--- config.mk ---
export PLATFORM = sky130hd
export DESIGN_NAME = dro_mul
export DESIGN_NICKNAME = d
export VERILOG_FILES = /design/src/rtl/dro_pkg.sv /design/src/rtl/dro_mul.sv
export SDC_FILE = /design/constraint.sdc
export NUM_CORES = 2
export LEC_CHECK = 0
export ABC_AREA = 1
export BUFFER_PORTS_ARGS = -buffer_cell sky130_fd_sc_hd__buf_4
export CAP_MARGIN = 15
export CORE_MARGIN = 2
export CORE_UTILIZATION = 60
export DETAILED_ROUTE_END_ITERATION = 8
export GPL_TIMING_DRIVEN = 0
export HOLD_SLACK_MARGIN = 0.05
export PLACE_DENSITY = 0.78
export SETUP_SLACK_MARGIN = 0.1
export SLEW_MARGIN = 20
export SYNTH_ARGS = -nofsm -noshare
export SYNTH_HDL_FRONTEND = slang
export SYNTH_SLANG_ARGS = --single-unit
--- constraint.sdc ---
create_clock -name clk -period 9.55 [get_ports clk]
set_input_delay 1.4325 -clock clk [delete_from_list [all_inputs] [get_ports clk]]
set_output_delay 1.4325 -clock clk [all_outputs]
set_load 0.03 [all_outputs]
--- src/rtl/dro_pkg.sv ---
// ----------------------------------------------------------------------------
// dro_pkg
// Shared types, constants and tables of the planar dead-reckoning block.
// ----------------------------------------------------------------------------
package dro_pkg;

	localparam int CORDIC_STEPS_DEF = 16;
	localparam int MAX_STEPS        = 24;
	localparam int ATAN_IDX_W       = 5;
	localparam int AW               = 42;
	localparam int ZW               = 36;
	localparam int CFG_IDX_W        = 2;
	localparam int CFG_DATA_W       = 16;
	localparam int DIV_N            = 53;
	localparam int DIV_D            = 32;
	localparam int MUL_A_W          = 34;
	localparam int MUL_B_W          = 27;
	localparam int MUL_P_W          = MUL_A_W + MUL_B_W;

	localparam logic [CFG_IDX_W-1:0] REG_MOUNT_QX = 2'd0;
	localparam logic [CFG_IDX_W-1:0] REG_MOUNT_QY = 2'd1;
	localparam logic [CFG_IDX_W-1:0] REG_MOUNT_QZ = 2'd2;
	localparam logic [CFG_IDX_W-1:0] REG_MOUNT_QW = 2'd3;

	localparam logic signed [15:0] MOUNT_QW_RST = 16'sd32767;

	localparam logic signed [ZW-1:0] PI_Q30     = 36'sd3373259426;
	localparam logic signed [ZW-1:0] HALFPI_Q30 = 36'sd1686629713;
	localparam logic signed [ZW-1:0] TWOPI_Q30  = 36'sd6746518852;
	localparam logic signed [AW-1:0] GAIN_Q30   = 42'sd652032874;

	localparam logic signed [MUL_B_W-1:0] SPEED_SCALE = 27'sd1000000;

	typedef struct packed {
		logic start;
		logic rot;
	} cordic_ctl_t;

	function automatic logic [29:0] atan_q30(input logic [ATAN_IDX_W-1:0] i);
		logic [29:0] r;
		case (i)
			5'd0:    r = 30'd843314857;
			5'd1:    r = 30'd497837829;
			5'd2:    r = 30'd263043837;
			5'd3:    r = 30'd133525159;
			5'd4:    r = 30'd67021687;
			5'd5:    r = 30'd33543516;
			5'd6:    r = 30'd16775851;
			5'd7:    r = 30'd8388437;
			5'd8:    r = 30'd4194283;
			5'd9:    r = 30'd2097149;
			5'd10:   r = 30'd1048576;
			5'd11:   r = 30'd524288;
			5'd12:   r = 30'd262144;
			5'd13:   r = 30'd131072;
			5'd14:   r = 30'd65536;
			5'd15:   r = 30'd32768;
			5'd16:   r = 30'd16384;
			5'd17:   r = 30'd8192;
			5'd18:   r = 30'd4096;
			5'd19:   r = 30'd2048;
			5'd20:   r = 30'd1024;
			5'd21:   r = 30'd512;
			5'd22:   r = 30'd256;
			5'd23:   r = 30'd128;
			default: r = 30'd0;
		endcase
		return r;
	endfunction

	function automatic logic signed [31:0] sat32(input logic signed [39:0] v);
		logic signed [31:0] r;
		if (v > 40'sd2147483647) begin
			r = 32'sh7fffffff;
		end else if (v < -40'sd2147483648) begin
			r = 32'sh80000000;
		end else begin
			r = v[31:0];
		end
		return r;
	endfunction

endpackage

--- src/rtl/dro_mul.sv ---
// ----------------------------------------------------------------------------
// dro_mul
// Shared signed multiplier with registered product.
// ----------------------------------------------------------------------------
module dro_mul (
	input  logic                                 clk,
	input  logic signed [dro_pkg::MUL_A_W-1:0]   a,
	input  logic signed [dro_pkg::MUL_B_W-1:0]   b,
	output logic signed [dro_pkg::MUL_P_W-1:0]   p
);
	import dro_pkg::*;

	logic signed [MUL_P_W-1:0] p_q;

	always_ff @(posedge clk) begin
		p_q <= MUL_P_W'(a) * MUL_P_W'(b);
	end

	assign p = p_q;
endmodule

* Word-level counts from Yosys, hierarchy flattened
Index checks and enable logic that the tools add are counted.
** Operators by class
- $mul :: 1
** Operators by type and width (number)
- $mul A34 B27 Y61 :: 1
** Storage, ports and cells
- Bits in registers :: 61
- Input port bits :: 62

* Logic depth before layout (Yosys ltp)
- Depth after elaboration :: 1
- Depth in mapped cells :: 31

* Worst setup path before layout
No wires, ideal clock.
- Kind :: input-to-reg
- From :: input a[33] in the netlist's numbering
- To :: register p_q[46] (netlist: p[46])
- Slack :: 1.876 ns
- Stages on the path :: 26
- Path buffers :: 3
- Arrival :: 7.561 ns
- Data required time :: 9.437 ns
- Library setup time :: 0.113 ns
- Path through :: clkbuf_1 > clkbuf_1 > nand2_1 > inv_1 > fa_1 > fa_1 > fa_1 > ha_1 > buf_2 > inv_1 > fa_1 > inv_1 > fa_1 > inv_1 > fa_1 > inv_1 > ha_1 > nand2_1 > nor2_1 > inv_1 > nor3_2 > nand2_1 > inv_1 > nand3_1 > nand4_1 > nand2_1
** On the way
- Cells in the longest elaborated chain, start to end :: 1
** RTL lines
- start: declaration :: line dro_mul.sv:7 : input logic signed [dro_pkg::MUL_A_W-1:0] a,
- $mul A34 B27 Y61 :: line dro_mul.sv:16 : p_q <= MUL_P_W'(a) * MUL_P_W'(b);
- end signal: assignment :: line dro_mul.sv:16
- end: declaration :: line dro_mul.sv:13 : logic signed [MUL_P_W-1:0] p_q;
Every way passes these cells.

* Worst setup path after layout
- From :: input b[6] in the netlist's numbering
- To :: register p_q[56] (netlist: p[56])
** On the way
- Cells in the longest elaborated chain, start to end :: 1
** RTL lines
- start: declaration :: line dro_mul.sv:8 : input logic signed [dro_pkg::MUL_B_W-1:0] b,
- $mul A34 B27 Y61 :: line dro_mul.sv:16
Every way passes these cells.

==> run_results.csv <==
group,metric,value,unit
outcome,status,"finished clean",
synthesis,synth_cell_types,31,
detailed_routing,vias_per_cell,5.40,
timing,finalCritPeriodShare,94.8,%
clock_network,clkTransAtPathRegs,60,ps
detailed_routing,first_pass_iters,6,
timing,tightestPinTransition,1260,ps
synthesis,synth.most_common_cell,"inv_1",
global_routing,grt_first_pass_wirelength,187,mm
synthesis,synth_top_area_share,51.9,%
timing,slew_headroom,15.9,%
synthesis,ys_seq_elements,61,
synthesis,avgSynthCellArea,7.64,um2
synthesis,synth-main-ff-cell,"dfxtp_1",
die,core,59200,um2
detailed_routing,ant_nets,0,
flow_run,max_cap_violations,0,
timing,drv_slew,0,
global_routing,grt_max_degree,13,
placement,dp.cells,5559,
synthesis,yosys_warnings,0,
die,die_area,62100,um2
synthesis,synth_edf_count,0,
synthesis,yosysSeqAreaShare,3.38,%
global_routing,grt_pass1_vias,32000,
critical_path,endpoint_kind,"register",
detailed_routing,vias,30100,
critical_path,cp_data_arrival_time,9300,ps
clock_network,clockBufferDepth,2,
final_layout,largest_reg_flops,61,
critical_path,path_max_fanout,10,
critical_path,path_class,"primary input to register",
clock_network,cts_hold_buf,0,
critical_path,critPathLaunchType,"primary input",
die,rows,89,
die,ioPinCount,123,
clock_network,htree_num_levels,3,
clock_network,clockRootBuffer,"clkbuf_16",
synthesis,synth_common_cells,"inv_1 (1600), nand2_1 (1395), fa_1 (936)",
synthesis,synth_top_area_cell,"fa_1",
timing,rsz0062_at_grt,"false",
placement,dp_hpwl,104,mm
detailed_routing,routedWlPerCell,22.1,um
clock_network,postCtsSetupBuffers,0,
die,die_h,249,um
timing,fin_crit,9060,ps
synthesis,syn_area,36100,um2
final_layout,nets,5967,
final_layout,area_growth,5.01,%
synthesis,ys_async_sr_fraction,0,%
synthesis,synthTopCellsByArea,"fa_1 (52%), inv_1 (17%), nand2_1 (15%)",
synthesis,syn_nets,5894,
synthesis,netlist_instances,4724,
clock_network,cts_num_sinks,61,
global_routing,gr-usage-all-layers,41.2,%
die,fp.dieW,249,um
placement,portBuffers,62,
detailed_routing,drc_errors,0,
clock_network,numCtsBuffers,9,
global_routing,grt-ovfl-total,0,
global_routing,antenna_found_initial,5,
detailed_routing,wirelength,123,mm
die,initial_core_util,60.9,%
timing,setup_viol,0,
final_layout,final_cells,5580,
placement,placed_cell_area,37500,um2
final_layout,final_cell_area,37900,um2
detailed_routing,initialDrtViolationCount,3053,
timing,setup-tns-final,0,ps
placement,gp_congestion,1.05,
hold_path,min_path_type,"primary input to register",
timing,fmax,0.110,GHz
timing,hold_viol,0,
final_layout,drive_above_1_share,2.71,%
clock_network,cts_tree,"built",
critical_path,critPathRequiredTime,9790,ps
==> logic make-up after synthesis <==
group	after synthesis	share of synthesized area [%]
buffers and inverters	1812	18.9
and+or+nand+nor	1643	18.1
adders and majority gates	1108	57.9
AOI/OAI and AO/OA	61	0.887
DFF	61	3.38
xor gates and xnor gates	39	0.946
==> metrics by stage <==
stage	util (%)	setup slack (ps)	hold slack (ps)
after global placement	63.3	134	1860
after global routing	64.0	104	1560
final	64.0	492	1560
after floorplan	-	1880	1740
after CTS	63.9	388	1530
after detailed placement	63.3	51.7	1860
==> timing repair <==
item / in CTS / in global routing
gates resized for setup: 0 / 9
endpoints found under the hold margin: 0 / 0
endpoints found under the setup margin: 0 / 9
==> cells in the final DEF, fill, tap and decap left out, types with 3 or more instances in the layout <==
cell type	count
a21oi_1	44
nand3b_1	3
and2_1	3
nor2_1	101
clkbuf_16	9
buf_1	3
bufinv_16	3
buf_4	62
diode_2	5
inv_1	1600
xor2_1	31
nor2_4	6
nor3_1	8
nor4_1	3
nand2_1	1395
nand3_1	61
nand3_2	7
fa_1	936
ha_1	171
nand2_2	12
o21bai_1	4
nand4_1	22
clkbuf_2	4
nor2_2	13
dfxtp_1	61
xnor2_1	8
clkbuf_1	201
or2_2	5
o21ai_0	11
==> per-layer routing <==
layer  share of wire [%]  global-route usage (%)
met2                  44                    63.9
met4                 8.8                    29.8
met1                  34                    49.1
met5               0.051                   0.618
met3                  13                    12.2
==> area by class of cell <==
cell class	count	area, um2
Timing Repair Buffer	62	465
Clock buffer	9	225
Buffer	211	806
Inverter	1601	6010
Fill cell	5285	21300
Antenna cell	5	12.5
Tap cell	773	967
Sequential cell	61	1220
Multi-Input combinational cell	2851	28100
Clock inverter	7	123
==> worst paths after layout <==
path | startpoint | end | slack (ps) | cells past startpoint
worst max-delay path | b[6] | p[56]$_DFF_P_ | 490 | 22
worst min-delay path | a[0] | p[0]$_DFF_P_ | 1560 | 3
==> critical path, cell delays in order <==
cell and delay [ps]:
clkbuf_1 540, clkbuf_1 620, nand2_1 300, fa_1 610, inv_1 70, fa_1 700
inv_1 290, fa_1 620, inv_1 400, fa_1 540, fa_1 570, fa_1 440
fa_1 450, ha_1 460, nand2_1 110, nor2_1 210, nand2_1 120, nor2_1 280
and2_1 170, nand2_1 140, nand4_1 120, nand2_1 60
Power is left out: the tool's default activity adds up to more than one toggle a clock period on the data nets, which glitch-free logic cannot reach.
