**src/rtl/dro_pkg.sv**
```systemverilog
// ----------------------------------------------------------------------------
// dro_pkg
// Shared types, constants and tables of the planar dead-reckoning block.
// ----------------------------------------------------------------------------
package dro_pkg;

	localparam int CORDIC_STEPS_DEF = 16;
	localparam int MAX_STEPS        = 24;
	localparam int ATAN_IDX_W       = 5;
	localparam int AW               = 42;
	localparam int ZW               = 36;
	localparam int CFG_IDX_W        = 2;
	localparam int CFG_DATA_W       = 16;
	localparam int DIV_N            = 53;
	localparam int DIV_D            = 32;
	localparam int MUL_A_W          = 34;
	localparam int MUL_B_W          = 27;
	localparam int MUL_P_W          = MUL_A_W + MUL_B_W;

	localparam logic [CFG_IDX_W-1:0] REG_MOUNT_QX = 2'd0;
	localparam logic [CFG_IDX_W-1:0] REG_MOUNT_QY = 2'd1;
	localparam logic [CFG_IDX_W-1:0] REG_MOUNT_QZ = 2'd2;
	localparam logic [CFG_IDX_W-1:0] REG_MOUNT_QW = 2'd3;

	localparam logic signed [15:0] MOUNT_QW_RST = 16'sd32767;

	localparam logic signed [ZW-1:0] PI_Q30     = 36'sd3373259426;
	localparam logic signed [ZW-1:0] HALFPI_Q30 = 36'sd1686629713;
	localparam logic signed [ZW-1:0] TWOPI_Q30  = 36'sd6746518852;
	localparam logic signed [AW-1:0] GAIN_Q30   = 42'sd652032874;

	localparam logic signed [MUL_B_W-1:0] SPEED_SCALE = 27'sd1000000;

	typedef struct packed {
		logic start;
		logic rot;
	} cordic_ctl_t;

	function automatic logic [29:0] atan_q30(input logic [ATAN_IDX_W-1:0] i);
		logic [29:0] r;
		case (i)
			5'd0:    r = 30'd843314857;
			5'd1:    r = 30'd497837829;
			5'd2:    r = 30'd263043837;
			5'd3:    r = 30'd133525159;
			5'd4:    r = 30'd67021687;
			5'd5:    r = 30'd33543516;
			5'd6:    r = 30'd16775851;
			5'd7:    r = 30'd8388437;
			5'd8:    r = 30'd4194283;
			5'd9:    r = 30'd2097149;
			5'd10:   r = 30'd1048576;
			5'd11:   r = 30'd524288;
			5'd12:   r = 30'd262144;
			5'd13:   r = 30'd131072;
			5'd14:   r = 30'd65536;
			5'd15:   r = 30'd32768;
			5'd16:   r = 30'd16384;
			5'd17:   r = 30'd8192;
			5'd18:   r = 30'd4096;
			5'd19:   r = 30'd2048;
			5'd20:   r = 30'd1024;
			5'd21:   r = 30'd512;
			5'd22:   r = 30'd256;
			5'd23:   r = 30'd128;
			default: r = 30'd0;
		endcase
		return r;
	endfunction

	function automatic logic signed [31:0] sat32(input logic signed [39:0] v);
		logic signed [31:0] r;
		if (v > 40'sd2147483647) begin
			r = 32'sh7fffffff;
		end else if (v < -40'sd2147483648) begin
			r = 32'sh80000000;
		end else begin
			r = v[31:0];
		end
		return r;
	endfunction

endpackage

```
**src/rtl/dro_div.sv**
```systemverilog
// ----------------------------------------------------------------------------
// dro_div
// Unsigned restoring divider, one quotient bit per cycle.
// ----------------------------------------------------------------------------
module dro_div #(
	parameter int N = dro_pkg::DIV_N,
	parameter int D = dro_pkg::DIV_D
) (
	input  logic         clk,
	input  logic         arst_n,
	input  logic         start,
	input  logic [N-1:0] dividend,
	input  logic [D-1:0] divisor,
	output logic         busy,
	output logic [N-1:0] quot
);
	localparam int CW = $clog2(N + 1);

	logic [CW-1:0] cnt_q;
	logic          busy_q;
	logic [D-1:0]  rem_q;
	logic [N-1:0]  quo_q;
	logic [D-1:0]  dvs_q;
	logic [D:0]    trial;
	logic [D+1:0]  diff;
	logic          ge;

	assign trial = {rem_q, quo_q[N-1]};
	assign diff  = {1'b0, trial} - {2'b00, dvs_q};
	assign ge    = ~diff[D+1];

	always_ff @(posedge clk or negedge arst_n) begin
		if (!arst_n) begin
			busy_q <= 1'b0;
			cnt_q  <= '0;
		end else if (start) begin
			busy_q <= 1'b1;
			cnt_q  <= '0;
		end else if (busy_q) begin
			if (cnt_q == CW'(N - 1)) begin
				busy_q <= 1'b0;
			end
			cnt_q <= cnt_q + 1'b1;
		end
	end

	always_ff @(posedge clk) begin
		if (start) begin
			rem_q <= '0;
			quo_q <= dividend;
			dvs_q <= divisor;
		end else if (busy_q) begin
			rem_q <= ge ? diff[D-1:0] : trial[D-1:0];
			quo_q <= {quo_q[N-2:0], ge};
		end
	end

	assign busy = busy_q;
	assign quot = quo_q;
endmodule

```
**config.mk**
```make
export PLATFORM = sky130hd
export DESIGN_NAME = dro_div
export DESIGN_NICKNAME = d
export VERILOG_FILES = /design/src/rtl/dro_pkg.sv /design/src/rtl/dro_div.sv
export SDC_FILE = /design/constraint.sdc
export NUM_CORES = 1
export LEC_CHECK = 0
export BUFFER_PORTS_ARGS = -buffer_cell sky130_fd_sc_hd__buf_4
export CAP_MARGIN = 20
export CORE_MARGIN = 2
export CORE_UTILIZATION = 30
export CTS_CLUSTER_DIAMETER = 200
export DETAILED_ROUTE_END_ITERATION = 6
export PLACE_DENSITY = 0.51
export REMOVE_ABC_BUFFERS = 1
export SLEW_MARGIN = 25
export SYNTH_ARGS = -nofsm -noshare
export SYNTH_HDL_FRONTEND = slang
export SYNTH_SLANG_ARGS = --single-unit
```
**constraint.sdc**
```tcl
create_clock -name clk -period 4.2 [get_ports clk]
set_clock_uncertainty 0.1 [all_clocks]
set_input_delay 0.84 -clock clk [delete_from_list [all_inputs] [get_ports clk]]
set_output_delay 0.84 -clock clk [all_outputs]
set_load 0.02 [all_outputs]
```
Yosys cells after proc, flatten, opt, wreduce, memory -nomap -nowiden. Cells that the tools add are included.

Register bits: 124. Bits in latches: 0. Memory bits (writable): 0. ROM bits: 0. Memories: 0.

$add $sub $neg: 2. Multipliers: 0. Div/mod/pow operators: 0. Magnitude comparators: 0. Equality and inequality tests: 1. Shifts and indexed selects: 0. Mux-type cells: 8. Bitwise logic cells: 1. Reduce and logical (&&, ||, !) cells: 1.

Operators with widths (count): 53-bit two-way mux (2); 33-bit by 32-bit subtractor with 34-bit output (1); 32-bit two-way mux (1); 6-bit two-way mux (2); 6-bit by 1-bit adder with 6-bit output (second input constant) (1); 6-bit equality test (second input constant) (1); 1-bit two-way mux (3); 2-bit nonzero test (1); 1-bit inverter (1).

Logic depth before layout (Yosys ltp). Gate-level depths: netlist (run 1).

Depth in word-level cells: 4. Gate-level depth with buffers: 13. Gate-level depth less buffers: 12.

Worst setup path after synthesis (run 1). OpenSTA, ideal clock, no wires.

Path kind: register to register. Start point: register quo_q[52] (netlist: quot[52]). End point: register rem_q[26]. Setup time: 0.126 ns. Data arrival time: 2.796 ns. Required time: 3.974 ns. Setup slack: 1.178 ns. Stages on the path, launching flop included: 13. Cells stage by stage: edfxtp_1 > inv_1 > ha_1 > inv_1 > fa_1 > a211oi_1 > o211ai_1 > a31oi_1 > o31ai_1 > a2111oi_0 > or3_1 > xor2_1 > o31ai_1.

Cells in the longest elaborated chain, start to end: 2.

RTL lines: start: declaration (RTL line dro_div.sv:22) `logic [N-1:0] quo_q;`; start signal: assignment (RTL line dro_div.sv:50) `quo_q <= dividend;`; start signal: assignment (RTL line dro_div.sv:54) `quo_q <= {quo_q[N-2:0], ge};`; 33-bit by 32-bit subtractor with 34-bit output (RTL line dro_div.sv:29) `assign diff = {1'b0, trial} - {2'b00, dvs_q};`; 32-bit two-way mux (RTL line dro_div.sv:53) `rem_q <= ge ? diff[D-1:0] : trial[D-1:0];`; end signal: assignment (RTL line dro_div.sv:53); end: declaration (RTL line dro_div.sv:21) `logic [D-1:0] rem_q;`.

No other way between the ends. A chain may end at the register's enable or synchronous reset.

Worst setup path after layout (run 1).
Start point: register dvs_q[3]. End point: register rem_q[11].

Cells in the longest elaborated chain, start to end: 2.

RTL lines: start: declaration (RTL line dro_div.sv:23) `logic [D-1:0] dvs_q;`; start signal: assignment (RTL line dro_div.sv:51) `dvs_q <= divisor;`; 33-bit by 32-bit subtractor with 34-bit output (RTL line dro_div.sv:29); 32-bit two-way mux (RTL line dro_div.sv:53).

No other way between the ends.

==> results of run 1 <==
## worst paths after layout
kind                                 from         to  slack [ps]  cells past startpoint
worst max-delay path             dvs_q[3]  rem_q[11]         780                     11
worst min register to register  rem_q[28]  rem_q[28]         380                      2
max in group asynchronous          arst_n   cnt_q[0]        3760                      1
worst min-delay path               arst_n   cnt_q[4]         120                      1
min in group clk                rem_q[28]  rem_q[28]         380                      2
worst max register to register   dvs_q[3]  rem_q[11]         780                     11
## registers in the layout (all words and copies together) (netlist names)
register / cells
busy: 1
cnt_q: 6
dvs_q: 32
quot: 53
rem_q: 32
## power by group
part	internal (mW)	leakage, nW	switching [mW]
sequential	1.40	1.22	0.0442
clock	0.834	0.279	0.623
combinational	0.222	2.21	0.234
total	2.46	3.71	0.901
## per-stage QoR
| step | setup WS [ps] | cell area, sq um | power [mW] | util | hold slack [ps] |
|---|---|---|---|---|---|
| CTS | 753.0 | 8666 | 3.405 | 0.3946 | 103.4 |
| global placement | 912.9 | 8089 | 1.927 | 0.3684 | 369.0 |
| finish | 782.3 | 8666 | 3.361 | 0.3946 | 117.6 |
| detailed placement | 786.5 | 8089 | 1.931 | 0.3684 | 372.1 |
| floorplan | 880.0 | 6620 | 1.705 | - | 351.3 |
| global route | 526.2 | 8666 | 3.501 | 0.3946 | 100.8 |
## layout make-up
cell class	count	area, sq um
fill	2125	13290
sequential	124	3368
multi-input combinational	428	3087
timing repair buffer	149	1119
clock buffer	17	425.4
tap	280	350.3
inverter	44	165.2
clock inverter	15	151.4
## cell families after synthesis
group,Yosys count,share of synthesized area
AOI/OAI and AO/OA,149,0.1575
adders and majority gates,35,0.06588
buffers and inverters,74,0.04534
xor gates and xnor gates,28,0.03627
and+or+nand+nor,155,0.09659
muxes,61,0.1003
DFF,124,0.4981
## synthesized netlist by cell type (10+ instances only)
cell type | instances | area (sq um)
a21o_1 | 23 | 172.7
a21oi_1 | 28 | 140.1
a311oi_1 | 18 | 157.7
clkbuf_1 | 21 | 78.83
dfxtp_1 | 32 | 640.6
edfxtp_1 | 85 | 2552
ha_1 | 34 | 425.4
inv_1 | 44 | 165.2
mux2_2 | 54 | 608.1
nand2_1 | 70 | 262.8
nor2_1 | 51 | 191.4
o21ai_0 | 22 | 110.1
o31ai_1 | 10 | 75.07
xnor2_1 | 12 | 105.1
xor2_1 | 16 | 140.1
## layer usage
metal  global-route usage  wire length (um)  vias up
li1                     -                 -     2590
met1               0.1832              7558     2514
met2               0.2449              7953      168
met3              0.06539              1586       12
met4              0.03249               145        0
met5                    0                 0        -
==> summary.txt, run 1 <==
outcome - finished, final reports clean
Placer Congestion - 0.8551
H-tree depth - 4
All-Layer GR Usage - 0.1497
Final period util - 0.8137
cts hold-fix bufs - 0
Clk Latency, worst-skew pair - 420 ps
number of placed cells counting well taps - 1025
worst hold path class - input port to asynchronous set/reset pin
CP endpoint kind - flip-flop
largest net degree at the start of global routing - 57
mean post-synth cell area - 10.80 sq um
commonest non-fill, non-tap cell in the layout - buf_4
Die Y - 154.1 um
GR Overflow Total - 0
DR iter-0 viols - 289
Yosys cell types - 50
critical path class - flip-flop to flip-flop
total routed wirelength - 17240 um
row count - 54
cts repair resizes - 0
clock slew at reported path FFs - 60 ps
# nets final - 887
CTS Buf Count - 17
CP Launch Type - flip-flop
final non-filler cell total - 1057
Synth Instances - 626
hpwl dp - 12270 um
FMAX - 0.2926 GHz
Max Slew Vio Count - 0
worst path required time - 4410 ps
Post-synth EDFFs - 85
worst vdd ir - 0.0002465 V
asr flop ratio synth - 0.05645
vias in the first global route - 5625
global-route wire length before repair - 28610 um
crit path buf inv count - 2
DRT antenna net count - 0
slowest cell delay on critical path - 510 ps
maximum clock path buffer count - 2
minimum clock period - 3418 ps
prevailing post-synth register cell - edfxtp_1
delay-heaviest family, CP - compound AO/OA/AOI/OAI gates
setup TNS - 0 ps
CTS tree - done
commonest non-fill, non-tap cells in the layout - 149 x buf_4, 85 x edfxtp_1, 70 x nand2_1, 54 x mux2_2, 51 x nor2_1
Max Cap Viol - 0
Fin. Hold Viols - 0
drt drc - 0
count of final setup violators - 0
arrival time worst endpoint - 3630 ps
layout overhead on the synthesized area - 28.16%
worst path cell trace - inv_1 > ha_1 > and2_1 > o211ai_1 > a2111o_1 > a211oi_4 > o21ai_2 > a21oi_4 > buf_4 > nand2_1 > a311oi_1
Sink Count - 124
Worst Max-Slew Pin Slew - 712.0 ps
via count - 5284
CORE AREA - 21960 sq um
Crit Path Max Fanout - 17
RSZ-0062 raised after global routing - no
initial antenna violation count - 0
max_slew headroom - 0.5254
Initial Util - 0.3079
number of antenna cells inserted - 0
Vias/cell - 4.999
Leakage - 3.710 nW
Clock Tree Root - clkbuf_16
sequential-to-total area share from yosys stat - 0.4981
Boundary Pins - 142
PwrDens - 387.8 nW/um^2
total die area - 23750 sq um
IO Port Bufs - 141
synthesized flop and latch total - 124
mapped cell area - 6761 sq um
slowest stage cell, crit path - a2111o_1
DR WL/cell - 16.31 um
share of cells above drive strength 1 - 0.3127
Die W - 154.1 um
1st-pass router iterations - 4
number of post-CTS setup repair buffers - 0
synth warn - 0
No activity file was read; power rests on OpenSTA's default activity.
==> run 2: changes to the inputs <==
--- a/config.mk
+++ b/config.mk
@@ -11,7 +11,7 @@
 export CORE_UTILIZATION = 30
 export CTS_CLUSTER_DIAMETER = 200
 export DETAILED_ROUTE_END_ITERATION = 6
-export PLACE_DENSITY = 0.51
+export PLACE_DENSITY = 0.53
 export REMOVE_ABC_BUFFERS = 1
 export SLEW_MARGIN = 25
 export SYNTH_ARGS = -nofsm -noshare
==> constraint.sdc (replaced) <==
create_clock -name clk -period 3.1 [get_ports clk]
set_clock_uncertainty 0.1 [all_clocks]
set_input_delay 0.62 -clock clk [delete_from_list [all_inputs] [get_ports clk]]
set_output_delay 0.62 -clock clk [all_outputs]
set_load 0.02 [all_outputs]
==> summary.txt, run 2 (synthesis results as in run 1) <==
Final period util - 0.9440
maximum clock path buffer count - 2
Die Y - 154.1 um
vias in the first global route - 5502
worst hold slack - 271.6 ps
DR WL/cell - 16.17 um
Vias/cell - 4.937
CORE AREA - 21960 sq um
Design Area, Final - 8905 sq um
commonest non-fill, non-tap cell in the layout - buf_4
slowest stage cell, crit path - fa_1
final non-filler cell total - 1071
Leakage - 3.808 nW
IO Port Bufs - 141
Worst Max-Slew Pin Slew - 505.6 ps
outcome - finished, final reports clean
Clock Tree Root - clkbuf_16
number of antenna cells inserted - 0
Placer Congestion - 0.8084
worst path required time - 3330 ps
worst vdd ir - 0.0003227 V
Place WS - 17.68 ps
CP endpoint kind - flip-flop
via count - 5287
max_slew headroom - 0.6629
worst path cell trace - inv_1 > ha_1 > inv_1 > fa_1 > a211oi_2 > o211ai_1 > a31oi_2 > o31ai_2 > a21oi_1 > xnor2_1 > nand2_1 > a311oi_1
Sink Count - 124
share of cells above drive strength 1 - 0.3350
count of final setup violators - 0
Max Cap Viol - 0
All-Layer GR Usage - 0.1510
slowest cell delay on critical path - 390 ps
setup ws final - 173.6 ps
number of placed cells counting well taps - 1036
delay-heaviest family, CP - compound AO/OA/AOI/OAI gates
GR Overflow Total - 0
Initial Util - 0.3079
Fin. Hold Viols - 0
crit path buf inv count - 2
Post-DP Area - 8223 sq um
1st-pass router iterations - 4
Clk Latency, worst-skew pair - 430 ps
FMAX - 0.3417 GHz
DRT antenna net count - 0
clock slew at reported path FFs - 60 ps
PwrDens - 516.1 nW/um^2
hpwl dp - 12520 um
Crit Path Max Fanout - 3
Max Slew Vio Count - 0
RSZ-0062 raised after global routing - yes
Top cell by count, worst path - inv_1
worst hold path class - input port to flip-flop
Boundary Pins - 142
DR iter-0 viols - 207
arrival time worst endpoint - 3160 ps
max FFs per register - 53
layout overhead on the synthesized area - 31.70%
Hold Startpoint - divisor[7]
worst hold path endpoint - dvs_q[7]
critical path class - flip-flop to flip-flop
R2R depth - 12
Die W - 154.1 um
total die area - 23750 sq um
CTS tree - done
initial antenna violation count - 0
setup TNS - 0 ps
global-route wire length before repair - 28430 um
CP Launch Type - flip-flop
drt drc - 0
r2r setup slk - 170 ps
total routed wirelength - 17320 um
hold-critical path depth - 1
largest net degree at the start of global routing - 48
row count - 54
r2r endpoint - rem_q[22]
worst reg2reg path startpoint - quot[52]
commonest non-fill, non-tap cells in the layout - 158 x buf_4, 85 x edfxtp_1, 70 x nand2_1, 54 x mux2_2, 51 x nor2_1
H-tree depth - 4
CTS Buf Count - 17
minimum clock period - 2926 ps
# nets final - 901
[run 2: layer usage]
metal / GRT usage / wire (um) / vias up
li1: - / - / 2611
met1: 0.1909 / 7791 / 2506
met2: 0.2315 / 7635 / 154
met3: 0.07018 / 1644 / 16
met4: 0.04317 / 249 / 0
met5: 0 / 0 / -
[run 2: worst register-to-register path: stages (launching register included)]
cell and delay (ps):
edfxtp_1 380, inv_1 70, ha_1 180, inv_1 60, fa_1 390, a211oi_2 270
o211ai_1 180, a31oi_2 270, o31ai_2 130, a21oi_1 330, xnor2_1 160, nand2_1 70
a311oi_1 250
[run 2: repair_timing]
item | in CTS | in global routing
hold buffers | 1 | 0
endpoints found under the setup margin | 1 | 22
resized for setup | 1 | 10
endpoints found under the hold margin | 7 | 0
pin swaps | 0 | 10
buffers inserted | 0 | 2
[run 2: final cells by class]
| cell class | instances | area [sq um] |
|---|---|---|
| Timing Repair Buffer | 163 | 1276 |
| Multi-Input combinational cell | 428 | 3151 |
| Tap cell | 280 | 350.3 |
| Inverter | 44 | 165.2 |
| Sequential cell | 124 | 3369 |
| Fill cell | 2158 | 13050 |
| Clock buffer | 17 | 425.4 |
| Clock inverter | 15 | 167.7 |
[run 2: worst max-delay path by stage]
stage          startpoint         to  slack [ps]  cells after the start
2_1_floorplan        busy    quot[0]        -220                      2
3_3_place_gp     quot[52]  rem_q[26]          40                     12
3_5_place_dp     quot[52]  rem_q[26]          20                     12
4_1_cts          quot[52]  rem_q[26]          30                     12
5_1_grt          quot[52]  rem_q[14]         -30                     12
6_report         quot[52]  rem_q[22]         170                     12
[run 2: stage by stage]
step	util	power, mW
floorplan	-	2.310
global placement	0.3745	2.624
detailed placement	0.3745	2.624
CTS	0.4022	4.658
global route	0.4055	4.789
finish	0.4055	4.596
[run 2: power breakdown]
part	switching [mW]	total (mW)	internal, mW
clock	0.914	2.00	1.09
combinational	0.321	0.635	0.314
sequential	0.0598	1.96	1.90
total	1.29	4.60	3.30
